===== src/hw/rtl/hcd_pkg.sv =====
package hcd_pkg;

   localparam int BYTE_WIDTH     = 8;
   localparam int SIZE_WIDTH     = 24;
   localparam int MAX_BODY_BYTES = 65536;
   localparam int COUNT_WIDTH    = $clog2(MAX_BODY_BYTES + 1);
   localparam int LENGTH_WIDTH   = 17;

   localparam logic [BYTE_WIDTH-1:0] CHAR_TAB    = 8'h09;
   localparam logic [BYTE_WIDTH-1:0] CHAR_LF     = 8'h0a;
   localparam logic [BYTE_WIDTH-1:0] CHAR_VT     = 8'h0b;
   localparam logic [BYTE_WIDTH-1:0] CHAR_FF     = 8'h0c;
   localparam logic [BYTE_WIDTH-1:0] CHAR_CR     = 8'h0d;
   localparam logic [BYTE_WIDTH-1:0] CHAR_SPACE  = 8'h20;
   localparam logic [BYTE_WIDTH-1:0] CHAR_PLUS   = 8'h2b;
   localparam logic [BYTE_WIDTH-1:0] CHAR_MINUS  = 8'h2d;
   localparam logic [BYTE_WIDTH-1:0] CHAR_ZERO   = 8'h30;
   localparam logic [BYTE_WIDTH-1:0] CHAR_NINE   = 8'h39;
   localparam logic [BYTE_WIDTH-1:0] CHAR_UPPER_A = 8'h41;
   localparam logic [BYTE_WIDTH-1:0] CHAR_UPPER_F = 8'h46;
   localparam logic [BYTE_WIDTH-1:0] CHAR_UPPER_X = 8'h58;
   localparam logic [BYTE_WIDTH-1:0] CHAR_LOWER_A = 8'h61;
   localparam logic [BYTE_WIDTH-1:0] CHAR_LOWER_F = 8'h66;
   localparam logic [BYTE_WIDTH-1:0] CHAR_LOWER_X = 8'h78;

   localparam logic [1:0] PREFIX_NONE      = 2'd0;
   localparam logic [1:0] PREFIX_ZERO      = 2'd1;
   localparam logic [1:0] PREFIX_HEX_MARK  = 2'd2;
   localparam logic [1:0] PREFIX_DIGITS    = 2'd3;

   localparam logic [1:0] TRAILER_BYTES = 2'd2;

   typedef enum logic [6:0] {
      PH_LEAD    = 7'b0000001,
      PH_SIGNED  = 7'b0000010,
      PH_DIGITS  = 7'b0000100,
      PH_IGNORE  = 7'b0001000,
      PH_DATA    = 7'b0010000,
      PH_TRAILER = 7'b0100000,
      PH_DONE    = 7'b1000000
   } phase_type;

endpackage


===== src/hw/rtl/hcd_stream_if.sv =====
interface hcd_req_if;
   logic                              valid;
   logic                              ready;
   logic [hcd_pkg::BYTE_WIDTH-1:0]    in_byte;
   logic                              last_byte;

   modport source (output valid, output in_byte, output last_byte, input ready);
   modport sink   (input valid, input in_byte, input last_byte, output ready);
endinterface

interface hcd_rsp_if;
   logic                              valid;
   logic                              ready;
   logic [hcd_pkg::BYTE_WIDTH-1:0]    data_byte;
   logic                              data_valid;
   logic                              end_of_stream;
   logic [hcd_pkg::LENGTH_WIDTH-1:0]  decoded_length;

   modport source (output valid, output data_byte, output data_valid,
                   output end_of_stream, output decoded_length, input ready);
   modport sink   (input valid, input data_byte, input data_valid,
                   input end_of_stream, input decoded_length, output ready);
endinterface


===== src/hw/rtl/http_chunked_decoder.sv =====
// Chunked HTTP body decoder. Takes one raw body byte per request and, when that
// byte is payload within the body limit or carries last_byte, returns one
// response; bytes of size lines, chunk trailers and anything after the
// terminating chunk give no response unless marked last. A request is taken
// every cycle the response register is empty or being drained, so one byte per
// clock is sustained, each response shown in the cycle after its request; the
// only limit is the one-entry response register. Size lines are parsed as hex
// with optional leading whitespace, sign and 0x prefix, saturating at the size
// width; a size of zero or less, or an empty line, ends decoding. The last byte
// reports the total payload count and returns the block to its reset state.
module http_chunked_decoder (
   input  logic        clock,
   input  logic        reset,
   hcd_req_if.sink     req_chan,
   hcd_rsp_if.source   rsp_chan
);

   localparam int SW = hcd_pkg::SIZE_WIDTH;
   localparam int CW = hcd_pkg::COUNT_WIDTH;
   localparam int BW = hcd_pkg::BYTE_WIDTH;

   function automatic logic is_hex(input logic [BW-1:0] b);
      return (b >= hcd_pkg::CHAR_ZERO && b <= hcd_pkg::CHAR_NINE) ||
             (b >= hcd_pkg::CHAR_LOWER_A && b <= hcd_pkg::CHAR_LOWER_F) ||
             (b >= hcd_pkg::CHAR_UPPER_A && b <= hcd_pkg::CHAR_UPPER_F);
   endfunction

   function automatic logic [3:0] hex_val(input logic [BW-1:0] b);
      logic [BW-1:0] d;
      d = '0;
      if (b >= hcd_pkg::CHAR_ZERO && b <= hcd_pkg::CHAR_NINE) begin
         d = b - hcd_pkg::CHAR_ZERO;
      end else if (b >= hcd_pkg::CHAR_LOWER_A && b <= hcd_pkg::CHAR_LOWER_F) begin
         d = b - hcd_pkg::CHAR_LOWER_A + BW'(10);
      end else if (b >= hcd_pkg::CHAR_UPPER_A && b <= hcd_pkg::CHAR_UPPER_F) begin
         d = b - hcd_pkg::CHAR_UPPER_A + BW'(10);
      end
      return d[3:0];
   endfunction

   function automatic logic is_space(input logic [BW-1:0] b);
      return b == hcd_pkg::CHAR_SPACE || b == hcd_pkg::CHAR_TAB ||
             b == hcd_pkg::CHAR_LF || b == hcd_pkg::CHAR_VT ||
             b == hcd_pkg::CHAR_FF || b == hcd_pkg::CHAR_CR;
   endfunction

   hcd_pkg::phase_type phase_ff, phase_in;
   logic [SW-1:0]  acc_ff, acc_in;
   logic           neg_ff, neg_in;
   logic [1:0]     prefix_ff, prefix_in;
   logic           cr_ff, cr_in;
   logic [SW-1:0]  data_left_ff, data_left_in;
   logic [1:0]     trailer_left_ff, trailer_left_in;
   logic [CW-1:0]  emitted_ff, emitted_in;

   logic                           rsp_valid_ff;
   logic [BW-1:0]                  data_byte_ff;
   logic                           data_valid_ff;
   logic                           eos_ff;
   logic [hcd_pkg::LENGTH_WIDTH-1:0] length_ff;

   logic          req_acc;
   logic [BW-1:0] b;
   logic          last;
   logic          hit;
   logic [3:0]    h;
   logic          valid;
   logic          line_end;
   logic [SW-1:0] size;
   logic [SW-1:0] left_dec;

   assign req_acc        = req_chan.valid && req_chan.ready;
   assign req_chan.ready = !rsp_valid_ff || rsp_chan.ready;
   assign b              = req_chan.in_byte;
   assign last           = req_chan.last_byte;
   assign hit            = is_hex(b);
   assign h              = hex_val(b);
   assign line_end       = (b == hcd_pkg::CHAR_LF) && cr_ff;
   assign size           = neg_ff ? '0 : acc_ff;
   assign left_dec       = data_left_ff - SW'(1);

   always_comb begin
      phase_in        = phase_ff;
      acc_in          = acc_ff;
      neg_in          = neg_ff;
      prefix_in       = prefix_ff;
      cr_in           = cr_ff;
      data_left_in    = data_left_ff;
      trailer_left_in = trailer_left_ff;
      emitted_in      = emitted_ff;
      valid           = 1'b0;

      case (phase_ff)
         hcd_pkg::PH_LEAD,
         hcd_pkg::PH_SIGNED,
         hcd_pkg::PH_DIGITS,
         hcd_pkg::PH_IGNORE: begin
            if (line_end) begin
               acc_in    = '0;
               neg_in    = 1'b0;
               prefix_in = hcd_pkg::PREFIX_NONE;
               cr_in     = 1'b0;
               if (size == '0) begin
                  phase_in = hcd_pkg::PH_DONE;
               end else begin
                  data_left_in = size;
                  phase_in     = hcd_pkg::PH_DATA;
               end
            end else if (phase_ff == hcd_pkg::PH_LEAD && is_space(b)) begin
               cr_in = (b == hcd_pkg::CHAR_CR);
            end else if (phase_ff == hcd_pkg::PH_LEAD &&
                         (b == hcd_pkg::CHAR_PLUS || b == hcd_pkg::CHAR_MINUS)) begin
               neg_in   = (b == hcd_pkg::CHAR_MINUS);
               cr_in    = 1'b0;
               phase_in = hcd_pkg::PH_SIGNED;
            end else begin
               cr_in = (phase_ff != hcd_pkg::PH_LEAD) && (b == hcd_pkg::CHAR_CR);
               if (phase_ff == hcd_pkg::PH_DIGITS) begin
                  if (hit) begin
                     if (acc_ff[SW-1 -: 4] != 4'd0) begin
                        acc_in = '1;
                     end else begin
                        acc_in = {acc_ff[SW-5:0], h};
                     end
                     prefix_in = hcd_pkg::PREFIX_DIGITS;
                  end else if ((b == hcd_pkg::CHAR_LOWER_X || b == hcd_pkg::CHAR_UPPER_X) &&
                               prefix_ff == hcd_pkg::PREFIX_ZERO) begin
                     prefix_in = hcd_pkg::PREFIX_HEX_MARK;
                  end else begin
                     phase_in = hcd_pkg::PH_IGNORE;
                  end
               end else if (phase_ff != hcd_pkg::PH_IGNORE) begin
                  if (hit) begin
                     acc_in    = SW'(h);
                     prefix_in = (h == 4'd0) ? hcd_pkg::PREFIX_ZERO
                                             : hcd_pkg::PREFIX_DIGITS;
                     phase_in  = hcd_pkg::PH_DIGITS;
                  end else begin
                     phase_in = hcd_pkg::PH_IGNORE;
                  end
               end
            end
         end
         hcd_pkg::PH_DATA: begin
            if (emitted_ff < CW'(hcd_pkg::MAX_BODY_BYTES)) begin
               valid      = 1'b1;
               emitted_in = emitted_ff + CW'(1);
            end
            if (data_left_ff != '0) begin
               data_left_in = left_dec;
            end
            if (data_left_ff == '0 || left_dec == '0) begin
               trailer_left_in = hcd_pkg::TRAILER_BYTES;
               phase_in        = hcd_pkg::PH_TRAILER;
            end
         end
         hcd_pkg::PH_TRAILER: begin
            if (trailer_left_ff != 2'd0) begin
               trailer_left_in = trailer_left_ff - 2'd1;
            end
            if (trailer_left_ff <= 2'd1) begin
               acc_in    = '0;
               neg_in    = 1'b0;
               prefix_in = hcd_pkg::PREFIX_NONE;
               cr_in     = 1'b0;
               phase_in  = hcd_pkg::PH_LEAD;
            end
         end
         default: begin
            phase_in = hcd_pkg::PH_DONE;
         end
      endcase
   end

   always_ff @(posedge clock) begin
      if (reset) begin
         phase_ff        <= hcd_pkg::PH_LEAD;
         acc_ff          <= '0;
         neg_ff          <= 1'b0;
         prefix_ff       <= hcd_pkg::PREFIX_NONE;
         cr_ff           <= 1'b0;
         data_left_ff    <= '0;
         trailer_left_ff <= 2'd0;
         emitted_ff      <= '0;
      end else if (req_acc) begin
         if (last) begin
            phase_ff        <= hcd_pkg::PH_LEAD;
            acc_ff          <= '0;
            neg_ff          <= 1'b0;
            prefix_ff       <= hcd_pkg::PREFIX_NONE;
            cr_ff           <= 1'b0;
            data_left_ff    <= '0;
            trailer_left_ff <= 2'd0;
            emitted_ff      <= '0;
         end else begin
            phase_ff        <= phase_in;
            acc_ff          <= acc_in;
            neg_ff          <= neg_in;
            prefix_ff       <= prefix_in;
            cr_ff           <= cr_in;
            data_left_ff    <= data_left_in;
            trailer_left_ff <= trailer_left_in;
            emitted_ff      <= emitted_in;
         end
      end
   end

   always_ff @(posedge clock) begin
      if (reset) begin
         rsp_valid_ff <= 1'b0;
      end else if (req_acc) begin
         rsp_valid_ff <= valid || last;
      end else if (rsp_chan.ready) begin
         rsp_valid_ff <= 1'b0;
      end
   end

   always_ff @(posedge clock) begin
      if (req_acc) begin
         data_byte_ff  <= valid ? b : '0;
         data_valid_ff <= valid;
         eos_ff        <= last;
         length_ff     <= last ? hcd_pkg::LENGTH_WIDTH'(emitted_in) : '0;
      end
   end

   assign rsp_chan.valid          = rsp_valid_ff;
   assign rsp_chan.data_byte      = data_byte_ff;
   assign rsp_chan.data_valid     = data_valid_ff;
   assign rsp_chan.end_of_stream  = eos_ff;
   assign rsp_chan.decoded_length = length_ff;

`ifndef SYNTHESIS
   a_last_resets: assert property (@(posedge clock) disable iff (reset)
      (req_acc && last) |=> (phase_ff == hcd_pkg::PH_LEAD && emitted_ff == '0))
      else $error("state not cleared after last byte");

   a_rsp_has_cause: assert property (@(posedge clock) disable iff (reset)
      (rsp_chan.valid && !rsp_chan.data_valid) |-> rsp_chan.end_of_stream)
      else $error("response without payload or end of stream");

   a_data_left: assert property (@(posedge clock) disable iff (reset)
      (phase_ff == hcd_pkg::PH_DATA) |-> (data_left_ff != '0))
      else $error("data phase with no bytes left");

   a_count_limit: assert property (@(posedge clock) disable iff (reset)
      emitted_ff <= CW'(hcd_pkg::MAX_BODY_BYTES))
      else $error("emitted count beyond body limit");

   a_take_drained: assert property (@(posedge clock) disable iff (reset)
      (rsp_chan.valid && !rsp_chan.ready) |-> !req_chan.ready)
      else $error("request taken while response stalled");
`endif

endmodule

===== src/flat_wrapper.sv =====
// flat-port wrapper written by rule: the top's interface ports become plain ports
module http_chunked_decoder_flat 
  (clock, reset, req_chan_valid, req_chan_in_byte, req_chan_last_byte, req_chan_ready, rsp_chan_valid, rsp_chan_data_byte, rsp_chan_data_valid, rsp_chan_end_of_stream, rsp_chan_decoded_length, rsp_chan_ready);
  hcd_req_if req_chan_i ();
  hcd_rsp_if rsp_chan_i ();
  input  logic clock;
  input  logic reset;
  input wire logic [$bits(req_chan_i.valid)-1:0] req_chan_valid;
  input wire logic [$bits(req_chan_i.in_byte)-1:0] req_chan_in_byte;
  input wire logic [$bits(req_chan_i.last_byte)-1:0] req_chan_last_byte;
  output wire logic [$bits(req_chan_i.ready)-1:0] req_chan_ready;
  output wire logic [$bits(rsp_chan_i.valid)-1:0] rsp_chan_valid;
  output wire logic [$bits(rsp_chan_i.data_byte)-1:0] rsp_chan_data_byte;
  output wire logic [$bits(rsp_chan_i.data_valid)-1:0] rsp_chan_data_valid;
  output wire logic [$bits(rsp_chan_i.end_of_stream)-1:0] rsp_chan_end_of_stream;
  output wire logic [$bits(rsp_chan_i.decoded_length)-1:0] rsp_chan_decoded_length;
  input wire logic [$bits(rsp_chan_i.ready)-1:0] rsp_chan_ready;
  assign req_chan_i.valid = req_chan_valid;
  assign req_chan_i.in_byte = req_chan_in_byte;
  assign req_chan_i.last_byte = req_chan_last_byte;
  assign req_chan_ready = req_chan_i.ready;
  assign rsp_chan_valid = rsp_chan_i.valid;
  assign rsp_chan_data_byte = rsp_chan_i.data_byte;
  assign rsp_chan_data_valid = rsp_chan_i.data_valid;
  assign rsp_chan_end_of_stream = rsp_chan_i.end_of_stream;
  assign rsp_chan_decoded_length = rsp_chan_i.decoded_length;
  assign rsp_chan_i.ready = rsp_chan_ready;
  http_chunked_decoder u_core (.clock(clock), .reset(reset), .req_chan(req_chan_i), .rsp_chan(rsp_chan_i));
endmodule

===== config.mk =====
export PLATFORM = sky130hd
export DESIGN_NAME = http_chunked_decoder_flat
export DESIGN_NICKNAME = d
export VERILOG_FILES = /design/src/hw/rtl/hcd_pkg.sv /design/src/hw/rtl/hcd_stream_if.sv /design/src/hw/rtl/http_chunked_decoder.sv /design/src/flat_wrapper.sv
export SDC_FILE = /design/constraint.sdc
export NUM_CORES = 1
export LEC_CHECK = 0
export ABC_AREA = 1
export BUFFER_PORTS_ARGS = -buffer_cell sky130_fd_sc_hd__buf_2
export CAP_MARGIN = 20
export CORE_UTILIZATION = 60
export CTS_CLUSTER_SIZE = 40
export DETAILED_ROUTE_END_ITERATION = 16
export GPL_ROUTABILITY_DRIVEN = 0
export PLACE_DENSITY = 0.8
export SLEW_MARGIN = 5
export SYNTH_ARGS = -nofsm -noshare
export SYNTH_HDL_FRONTEND = slang
export SYNTH_SLANG_ARGS = --single-unit

===== constraint.sdc =====
create_clock -name clock -period 2.9 [get_ports clock]
set_clock_uncertainty 0.05 [all_clocks]
set_input_delay 0.29 -clock clock [delete_from_list [all_inputs] [get_ports clock]]
set_output_delay 0.29 -clock clock [all_outputs]
set_load 0.01 [all_outputs]

==> Word level (Yosys, flattened, before mapping) <==
Cells that the tools add are included.
{ "op_classes": {"n_lt_le_gt_ge": 8, "n_reduce_logical": 41, "n_mux": 67, "eq_ne": 35, "add_sub_neg": 8} }
{ "ops": {"columns": ["operator", "count"], "rows": [
  ["24-bit two-way mux", 15],
  ["24-bit one-hot mux with 2 select lines", 2],
  ["7-bit two-way mux", 11],
  ["24-bit logical NOT", 3],
  ["17-bit two-way mux", 3],
  ["8-bit by 4-bit == test with 1-bit output, second input constant", 5],
  ["2-bit two-way mux", 14],
  ["8-bit by 6-bit == test with 1-bit output, second input constant", 3],
  ["24-bit nonzero test", 1],
  ["24-bit by 1-bit subtractor with 24-bit output, second input constant", 1],
  ["7-bit one-hot mux with 3 select lines", 1],
  ["17-bit by 1-bit adder with 17-bit output, second input constant", 1],
  ["17-bit < comparator, second input constant", 1],
  ["8-bit by 7-bit == test with 1-bit output, second input constant", 2],
  ["8-bit by 7-bit >= comparator with 1-bit output, second input constant", 2],
  ["8-bit by 7-bit <= comparator with 1-bit output, second input constant", 2],
  ["4-bit two-way mux", 4],
  ["3-bit by 2-bit != test with 1-bit output, second input constant", 5],
  ["5-bit by 2-bit != test with 1-bit output, second input constant", 3],
  ["7-bit AND reduction", 2],
  ["1-bit two-way mux", 13],
  ["1-bit logical OR", 12],
  ["4-bit by 1-bit subtractor with 4-bit output, second input constant", 3],
  ["5-bit AND reduction", 2],
  ["other kinds (32)", 48]
]} }
{ "totals": {"regBits": 106, "out_inout_bits": 29, "elab_cells": 172} }

==> Longest topological paths before layout <==
Gate-level depths: netlist of run 1.
{ "depth": {"word_depth": 15, "ltp_mapped": 17, "mapped_depth_nobuf": 16} }

==> Worst setup path after synthesis of run 1 <==
OpenSTA, ideal clock, no wires.
{ "synth_timing": {"kind": "register to register", "startpoint": "register u_core.rsp_valid_ff (netlist: u_core.rsp_chan.valid)", "endpoint": "register u_core.acc_ff[4]", "synth_period_minus_slack_ps": 2246, "arrival_time_ps": 2126, "path_slack_ps": 654, "setup_ps": 70, "path_buffers": 1, "path_stages_with_launch": 13, "cell_sequence": "dfxtp_1 > nand2_1 > nand2_1 > inv_1 > nand2_1 > inv_2 > nand2_1 > inv_2 > nand2_4 > nor2_8 > buf_6 > nand2_1 > a21oi_1"} }
{ "synth_via": {"elab_chain_cells": 4} }
{ "synth_lines": {"columns": ["element", "line_no", "source"], "rows": [
  ["from (decl)", "http_chunked_decoder.sv:56", "logic rsp_valid_ff;"],
  ["from (signal assigned)", "http_chunked_decoder.sv:212", "rsp_valid_ff <= valid || last;"],
  ["1-bit logical NOT", "http_chunked_decoder.sv:73", "assign req_chan.ready = !rsp_valid_ff || rsp_chan.ready;"],
  ["1-bit logical OR", "http_chunked_decoder.sv:73", null],
  ["named net req_chan_ready", "flat_wrapper.sv:11", "output wire logic [$bits(req_chan_i.ready)-1:0] req_chan_ready;"],
  ["1-bit logical AND", "http_chunked_decoder.sv:72", "assign req_acc = req_chan.valid && req_chan.ready;"],
  ["named net u_core.req_acc", "http_chunked_decoder.sv:62", "logic req_acc;"],
  ["7-bit AND reduction (no line)", null, null],
  ["to (signal assigned)", "http_chunked_decoder.sv:197", "acc_ff <= acc_in;"],
  ["to (decl)", "http_chunked_decoder.sv:48", "logic [SW-1:0] acc_ff, acc_in;"]
]} }
The timed path passes the listed nets, and every way through them passes these cells.
A chain may end at the register's enable or synchronous reset.

==> Final worst setup path of run 1 <==
{ "layout_timing": {"startpoint": "register u_core.data_left_ff[0]", "endpoint": "register u_core.data_left_ff[10]"} }
{ "layout_via": {"elab_chain_cells": 4} }
{ "layout_lines": {"columns": ["element", "line_no", "source"], "rows": [
  ["from (decl)", "http_chunked_decoder.sv:52", "logic [SW-1:0] data_left_ff, data_left_in;"],
  ["from (signal assigned)", "http_chunked_decoder.sv:201", "data_left_ff <= data_left_in;"],
  ["24-bit by 1-bit subtractor with 24-bit output", "http_chunked_decoder.sv:80", "assign left_dec = data_left_ff - SW'(1);"],
  ["24-bit two-way mux", "http_chunked_decoder.sv:149", "if (data_left_ff != '0) begin"],
  ["24-bit one-hot mux with 2 select lines", "http_chunked_decoder.sv:93", "case (phase_ff)"],
  ["24-bit two-way mux", "http_chunked_decoder.sv:186", "if (last) begin"]
]} }
Parallel ways exist; a longest one is shown, timed or not. The select of a mux whose other input is x is not followed.

==> results.md, run 1 <==
* Nets@finish at 1000
* Async set-reset flop share out of synthesis at 0
* Via/cell ratio at between 5 and 6
* WL final at 15200 um
* Ant diodes at 0
* #FFs+latches synth at 106
* Fin crit share at 0.907
* Global Route Usage Sum at 0.285
* Min cycle time layout at around 2.6 ns
* Remaining Overflow, GRT at 0
* Ys flop type: dfxtp_1
* I/O Buffers at roughly 40
* Starting DRT DRC Count at approximately 380
* Total CTS buffers at 9
* DR WL/cell at 13.6 um
* Clock Path Buffers at 2
* Mapped Cells at about 950
* HPWL Detailed at 10900 um
* Worst VDD drop at 0.404 mV
* Status: complete, no violations
* Crit start category: flip-flop
* Hold WS at 0.111 ns
* Layout cells sized above 1 at 0.116
* Final-report setup violation count at 0
* Initial antenna violation count at 0
* Synth cell types at between 40 and 50
* Root buffer cell: clkbuf_8
* Largest net degree at the start of global routing at 50
* Unrepaired setup endpoints after global routing: no
* Buffer and inverter count on the worst path at 2
* First-pass GRT wire length at 25500 um
* Ports at 42
* Achievable clock frequency at 0.380 GHz
* Min-Delay Endpoint: u_core.rsp_chan.valid
* Max stage delay on crit path at between 0.4 and 0.5 ns
* Final Max Slew Viols at 0
* Crit Path Max Fanout at 24
* Vias post-DR at 6161
* Fin. Hold Viols at 0
* Yosys top cell area share at 0.246
* Area contributors post-synth: dfxtp_1 25%, nand2_1 14%, edfxtp_1 13%, a21oi_1 8.2%, nor2_1 7.9%
* Most area-hungry cell type in the Yosys netlist: dfxtp_1
* Pint at around 2200 uW
* Reg2Reg Depth at 12
* Avg Cell Area, Syn at just under 7 um2
* Post-synth EDFFs at 27
* Clock tree from TritonCTS: built
* Reg power frac at 0.474
* Seq/Total Area, Yosys at 0.373
* Initial Utilization at 0.619
* Top Metal Used: met4
* CP delay by family, top: simple AND/OR/NAND/NOR gates
* Register-to-register setup slack at roughly 0.27 ns
* Actual slew at the worst max-slew pin at 0.557 ns
* Critical Path Source: u_core.data_left_ff[0]
* CP endpoint kind: flip-flop
* Cell Area, Synth at 6420 um2
* Die width at 105 um
* Height of the chip at between 100 and 150 um
* Sw Pwr at around 1200 uW
* Core area at about 10000 um2
* Number of global-route vias before repair at between 5k and 6k
* HP Class: in -> reg
* Count of antenna-violating nets left after detailed routing at 0
* DIE AREA at 11100 um2
* Origin of the worst min-delay path: req_chan_valid
* Clk slew on worst S/H paths at 0.10 ns
* Max Cap Viol at 0
* Wire length on met3 at 896 um
* Slowest stage cell on the critical path: nor2_4
* Metal-1 WL at 7030 um
* Crit-path cells: inv_1 > ha_1 > nand2_2 > nor2_4 > nand3_1 > nor2_1 > nand2_1 > nand2_1 > nor2_4 > nand2_2 > buf_4 > a21oi_1
* Post-Route Setup TNS at 0 ns
* Syn_nets at 974
* Pwr per Cell Area at 497 nW/um2
* WS Path Type: reg -> reg
* DR pass1 iterations at 6
* Site Rows at 37
* Synth warnings at 0
* Max-slew headroom at 0.628
* Arrival @ worst endpoint at about 2.9 ns
* Leading cell types in the layout, fill and taps excluded: 241 x nand2_1, 135 x nor2_1, 105 x a21oi_1
* Clock latency on the worst-skew pair at 0.39 ns
* Sink Count at 106
* RR Startpoint: u_core.data_left_ff[0]
* DRC Markers at 0
* Hold Crit Depth at 3
* Clock power share at 0.280
* Met2 WL at 7000 um
* H-tree Lvls at 3
* Area Overhead vs Synth at 7.46%
* Leakage at 0.00288 uW
* R2r endpoint: u_core.data_left_ff[10]
* Required time at the worst-slack endpoint at roughly 3.2 ns
* Commonest non-fill, non-tap cell in the layout: nand2_1
* Gate power share at 0.246
* Net Sw Frac at 0.345
* Post-CTS setup buffers at 0
[power by group through the flow]
stage,clock (uW),sequential (uW),combinational (uW)
CTS,978,1630,836
floorplan,0,1660,651
global route,1040,1640,960
detailed placement,0,1660,833
finish,959,1630,845
global placement,0,1660,823
[logic make-up (layout without fill, tap and decap cells)]
logic type	count (synthesis)	in the layout	share of synthesized area
AOI/OAI and AO/OA	149	149	0.121
xor gates and xnor gates	21	21	0.0286
adders and majority gates	10	10	0.0195
buffers and inverters	141	172	0.0914
DFF	106	106	0.373
muxes	2	2	0.00312
and+or+nand+nor	522	522	0.364
[flip-flops by register name, summed over array words and instances, names as in the netlist]
signal / flops
u_core.acc_ff: 24
u_core.cr_ff: 1
u_core.data_left_ff: 24
u_core.emitted_ff: 17
u_core.neg_ff: 1
u_core.phase_ff: 7
u_core.prefix_ff: 2
u_core.rsp_chan.data_byte: 8
u_core.rsp_chan.data_valid: 1
u_core.rsp_chan.decoded_length: 17
u_core.rsp_chan.end_of_stream: 1
u_core.rsp_chan.valid: 1
u_core.trailer_left_ff: 2
[through the flow]
stage | instances | cell area [um2] | setup WS (ns) | power, uW | util
2_1_floorplan | 951 | 6420 | 0.654 | 2310 | -
3_3_place_gp | 1102 | 6700 | 0.309 | 2480 | 0.646
3_5_place_dp | 1102 | 6700 | 0.232 | 2490 | 0.646
4_1_cts | 1118 | 6900 | 0.217 | 3440 | 0.665
5_1_grt | 1118 | 6900 | 0.0241 | 3640 | 0.665
6_report | 1118 | 6900 | 0.269 | 3430 | 0.665
[Yosys cell counts, types with 3 or more instances]
library cell,number
a21oi_1,105
buf_1,5
buf_2,10
buf_4,4
buf_6,4
clkbuf_1,18
dfxtp_1,79
edfxtp_1,27
ha_1,10
inv_1,91
inv_2,9
nand2_1,241
nand2_2,8
nand2_4,3
nand3_1,71
nand4_1,22
nor2_1,135
nor2_2,9
nor2_4,5
nor3_1,11
o211ai_1,4
o21ai_0,30
xnor2_1,5
xor2_1,16
[per-layer routing]
metal  track usage  up-vias
met4        0.0946        0
li1              -     3138
met2         0.470      170
met1         0.379     2833
met3        0.0489       20
met5             0        -
[repair_timing]
item                       CTS  global route
gates resized for setup      0             1
setup endpoints to repair    0             9
hold buffers                 0             0
[worst reg2reg max path, cell delays in order, from the launching register on]
cell and delay [ns]:
dfxtp_1 0.34, inv_1 0.11, ha_1 0.28, nand2_2 0.15
nor2_4 0.08, nand3_1 0.09, nor2_1 0.08, nand2_1 0.06
nand2_1 0.08, nor2_4 0.45, nand2_2 0.36, buf_4 0.29
a21oi_1 0.15
[layout make-up]
class                           count  area [um2]
Tap cell                          136         170
Fill cell                         951        3470
Inverter                          100         379
Clock inverter                      6        71.3
Clock buffer                       10         128
Multi-Input combinational cell    704        3440
Sequential cell                   106        2390
Timing Repair Buffer               56         318
[how the worst max path moves through the flow]
stage                                          to  slack, ns  depth (start not counted)
after CTS                 u_core.data_left_ff[10]       0.22                         10
after floorplan                  u_core.acc_ff[4]       0.65                         12
after detailed placement  u_core.data_left_ff[10]       0.23                         10
after global placement     u_core.data_left_ff[9]       0.31                         10
final                     u_core.data_left_ff[10]       0.27                         12
after global routing      u_core.data_left_ff[15]       0.02                         12
No activity file was read; power rests on OpenSTA's default activity.
==> inputs of run 2 (changes only) <==
--- a/config.mk
+++ b/config.mk
@@ -8,6 +8,7 @@
 export ABC_AREA = 1
 export BUFFER_PORTS_ARGS = -buffer_cell sky130_fd_sc_hd__buf_2
 export CAP_MARGIN = 20
+export CORE_MARGIN = 3
 export CORE_UTILIZATION = 60
 export CTS_CLUSTER_SIZE = 40
 export DETAILED_ROUTE_END_ITERATION = 16
==> run 2 against run 1 <==
  * Critical path depth fell by 2
  * Global-route usage decreased by 1.8 points
  * Setup slack worse by 0.015 ns
  * Utilization hardly changed
  * Clock-buffer cell count is the same
  * Clock power grew 0.6%
  * Combinational power up 0.5%
  * Final area barely moved
==> results.md, run 2 (synthesized netlist as in run 1, its figures left out) <==
* DRC Markers at 0 (unchanged)
* WS Path Type: reg -> reg
* Post_cts resized at 0 (unchanged)
* DR WL/cell at 13.7 um (+0.84%)
* Number of global-route vias before repair at 5532 (-1.8%)
* Worst setup margin at 0.254 ns (-0.0147 ns)
* Clock latency on the worst-skew pair at 0.39 ns (about the same)
* Fin. Hold Viols at 0 (unchanged)
* Nets@finish at 1000 (unchanged)
* Worst VDD drop at 0.384 mV (-5.0%)
* Crit-path cells: clkinvlp_4 > nand2_1 > nand4_1 > nor2_1 > nand3_1 > nor2_2 > nor2_4 > nand2_2 > buf_4 > a21oi_1
* Pwr per Cell Area at 499 nW/um2 (+0.24%)
* Leakage at 0.00288 uW (about the same)
* Status: complete, no violations
* Slowest stage cell on the critical path: dfxtp_1
* Leading cell types in the layout, fill and taps excluded: 241 x nand2_1, 135 x nor2_1, 105 x a21oi_1
* Origin of the worst min-delay path: req_chan_valid
* Post-CTS Hold Buffers at 0 (unchanged)
* First-pass GRT wire length at 25600 um (+0.11%)
* Max-slew headroom at 0.523 (-0.105)
* Max stage delay on crit path at 0.53 ns (+0.08 ns)
* HP Class: in -> reg
* Final Core Density at 0.666 (about the same)
* Min cycle time layout at 2.65 ns (+0.0147 ns)
* Vias post-DR at 6170 (+0.15%)
* Register-to-register setup slack at 0.25 ns (about the same)
* Ports at 42 (unchanged)
* Ant diodes at 0 (unchanged)
* Via/cell ratio at 5.52 (+0.15%)
* Post-route cell area at 6910 um2 (about the same)
* Min-Delay Endpoint: u_core.rsp_chan.valid
* Top Registers: u_core.acc_ff x24, u_core.data_left_ff x24
* Required time at the worst-slack endpoint at 3.14 ns (-0.03 ns)
* Pre-CTS WS at 0.188 ns (-0.0446 ns)
* Reg2Reg Depth at 10 (-2)
* Final-report setup violation count at 0 (unchanged)
* Non-Filler Instances at 1118 (unchanged)
* Final Max Slew Viols at 0 (unchanged)
* Area Overhead vs Synth at 7.54% (about the same)
* Unrepaired setup endpoints after global routing: no
* Total CTS buffers at 9 (unchanged)
* RR Startpoint: u_core.neg_ff
* Post-CTS setup buffers at 0 (unchanged)
* Crit Path Max Fanout at 20 (-17%)
* R2r endpoint: u_core.data_left_ff[19]
* Clock tree from TritonCTS: built
* Root buffer cell: clkbuf_8
* Remaining Overflow, GRT at 0 (unchanged)
* Post-Route Setup TNS at 0 ns (unchanged)
* Core area at 10400 um2 (unchanged)
* Commonest non-fill, non-tap cell in the layout: nand2_1
* I/O Buffers at 41 (unchanged)
* Cell count after placement at 1101 (-0.091%)
* CP endpoint kind: flip-flop
* Max Cap Viol at 0 (unchanged)
* Clk slew on worst S/H paths at 0.11 ns (about the same)
* CP delay by family, top: simple AND/OR/NAND/NOR gates
* Starting DRT DRC Count at 486 (+27%)
* Crit start category: flip-flop
* Largest net degree at the start of global routing at 50 (unchanged)
* Die width at 109 um (+3.8%)
* Layout cells sized above 1 at 0.117 (+0.00102)
* Initial antenna violation count at 0 (unchanged)
* Hold Crit Depth at 3 (unchanged)
* Count of antenna-violating nets left after detailed routing at 0 (unchanged)
* WL final at 15300 um (+0.84%)
* Clock Path Buffers at 2 (unchanged)
* Arrival @ worst endpoint at 2.88 ns (-0.03 ns)
* Initial Utilization at 0.619 (unchanged)
* Sink Count at 106 (unchanged)
* Buffer and inverter count on the worst path at 2 (unchanged)
* DR pass1 iterations at 5 (-1)
* Global Route Usage Sum at 0.267 (-0.0183)
* H-tree Lvls at 3 (unchanged)
* Fin crit share at 0.912 (+0.00506)
* DIE AREA at 12000 um2 (+7.7%)
* Height of the chip at 109 um (+3.8%)
* HPWL Detailed at 10900 um (-0.12%)
* Site Rows at 37 (unchanged)
* Post-Place Cell Area at 6690 um2 (-0.11%)
* Actual slew at the worst max-slew pin at 0.715 ns (+0.158 ns)
* Achievable clock frequency at 0.378 GHz (-0.55%)
==> run 2: cell count changes in the layout (fill, tap and decap cells not counted) <==
cell      change
buf_4         -1
clkinv_1      -1
clkinv_2      +1
clkinv_4      +1
clkinv_8      +1
inv_6         -1
inv_8         -1
nor2_2        +1
==> run 2: per-stage QoR <==
| stage | hold slack (ns) | power [uW] |
|---|---|---|
| after CTS | 0.0991 | 3440 |
| after floorplan | 0.339 | 2310 |
| final | 0.111 | 3440 |
| after global placement | 0.404 | 2480 |
| after detailed placement | 0.406 | 2490 |
| after global routing | 0.160 | 3630 |
==> run 2: layout make-up <==
class                           count  area [um2]
Multi-Input combinational cell    705        3450
Inverter                          100         379
Sequential cell                   106        2390
Timing Repair Buffer               55         310
Tap cell                          136         170
Clock inverter                      6        77.6
Clock buffer                       10         128
Fill cell                         959        3460
==> run 2: worst max-delay path by stage <==
stage	endpoint	slack, ns	from	cells after the start
after floorplan	u_core.acc_ff[4]	0.65	u_core.rsp_chan.valid	12
after global placement	u_core.data_left_ff[21]	0.31	u_core.neg_ff	10
after detailed placement	u_core.data_left_ff[19]	0.19	u_core.neg_ff	10
after CTS	u_core.data_left_ff[19]	0.16	u_core.neg_ff	10
after global routing	u_core.data_left_ff[19]	0.02	u_core.data_left_ff[0]	12
final	u_core.data_left_ff[19]	0.25	u_core.neg_ff	10
==> run 2: power by group <==
part	switching [uW]	total [uW]	internal (uW)
logic	591	849	259
registers	51.3	1630	1580
clock network	553	965	412
total	1190	3440	2250
==> run 2: tightest hold or removal path, delay by kind of cell <==
family | cells | cell delay [ns]
buffers and inverters | 1 | 0.10
AO/OA/AOI/OAI | 2 | 0.12
==> run 2: metal layers <==
layer / vias up / share of wire / GRT usage
met3: 23 / 0.055 / 0.0523
met1: 2849 / 0.46 / 0.359
li1: 3135 / - / -
met4: 0 / 0.017 / 0.0837
met2: 163 / 0.47 / 0.434
met5: - / 0 / 0
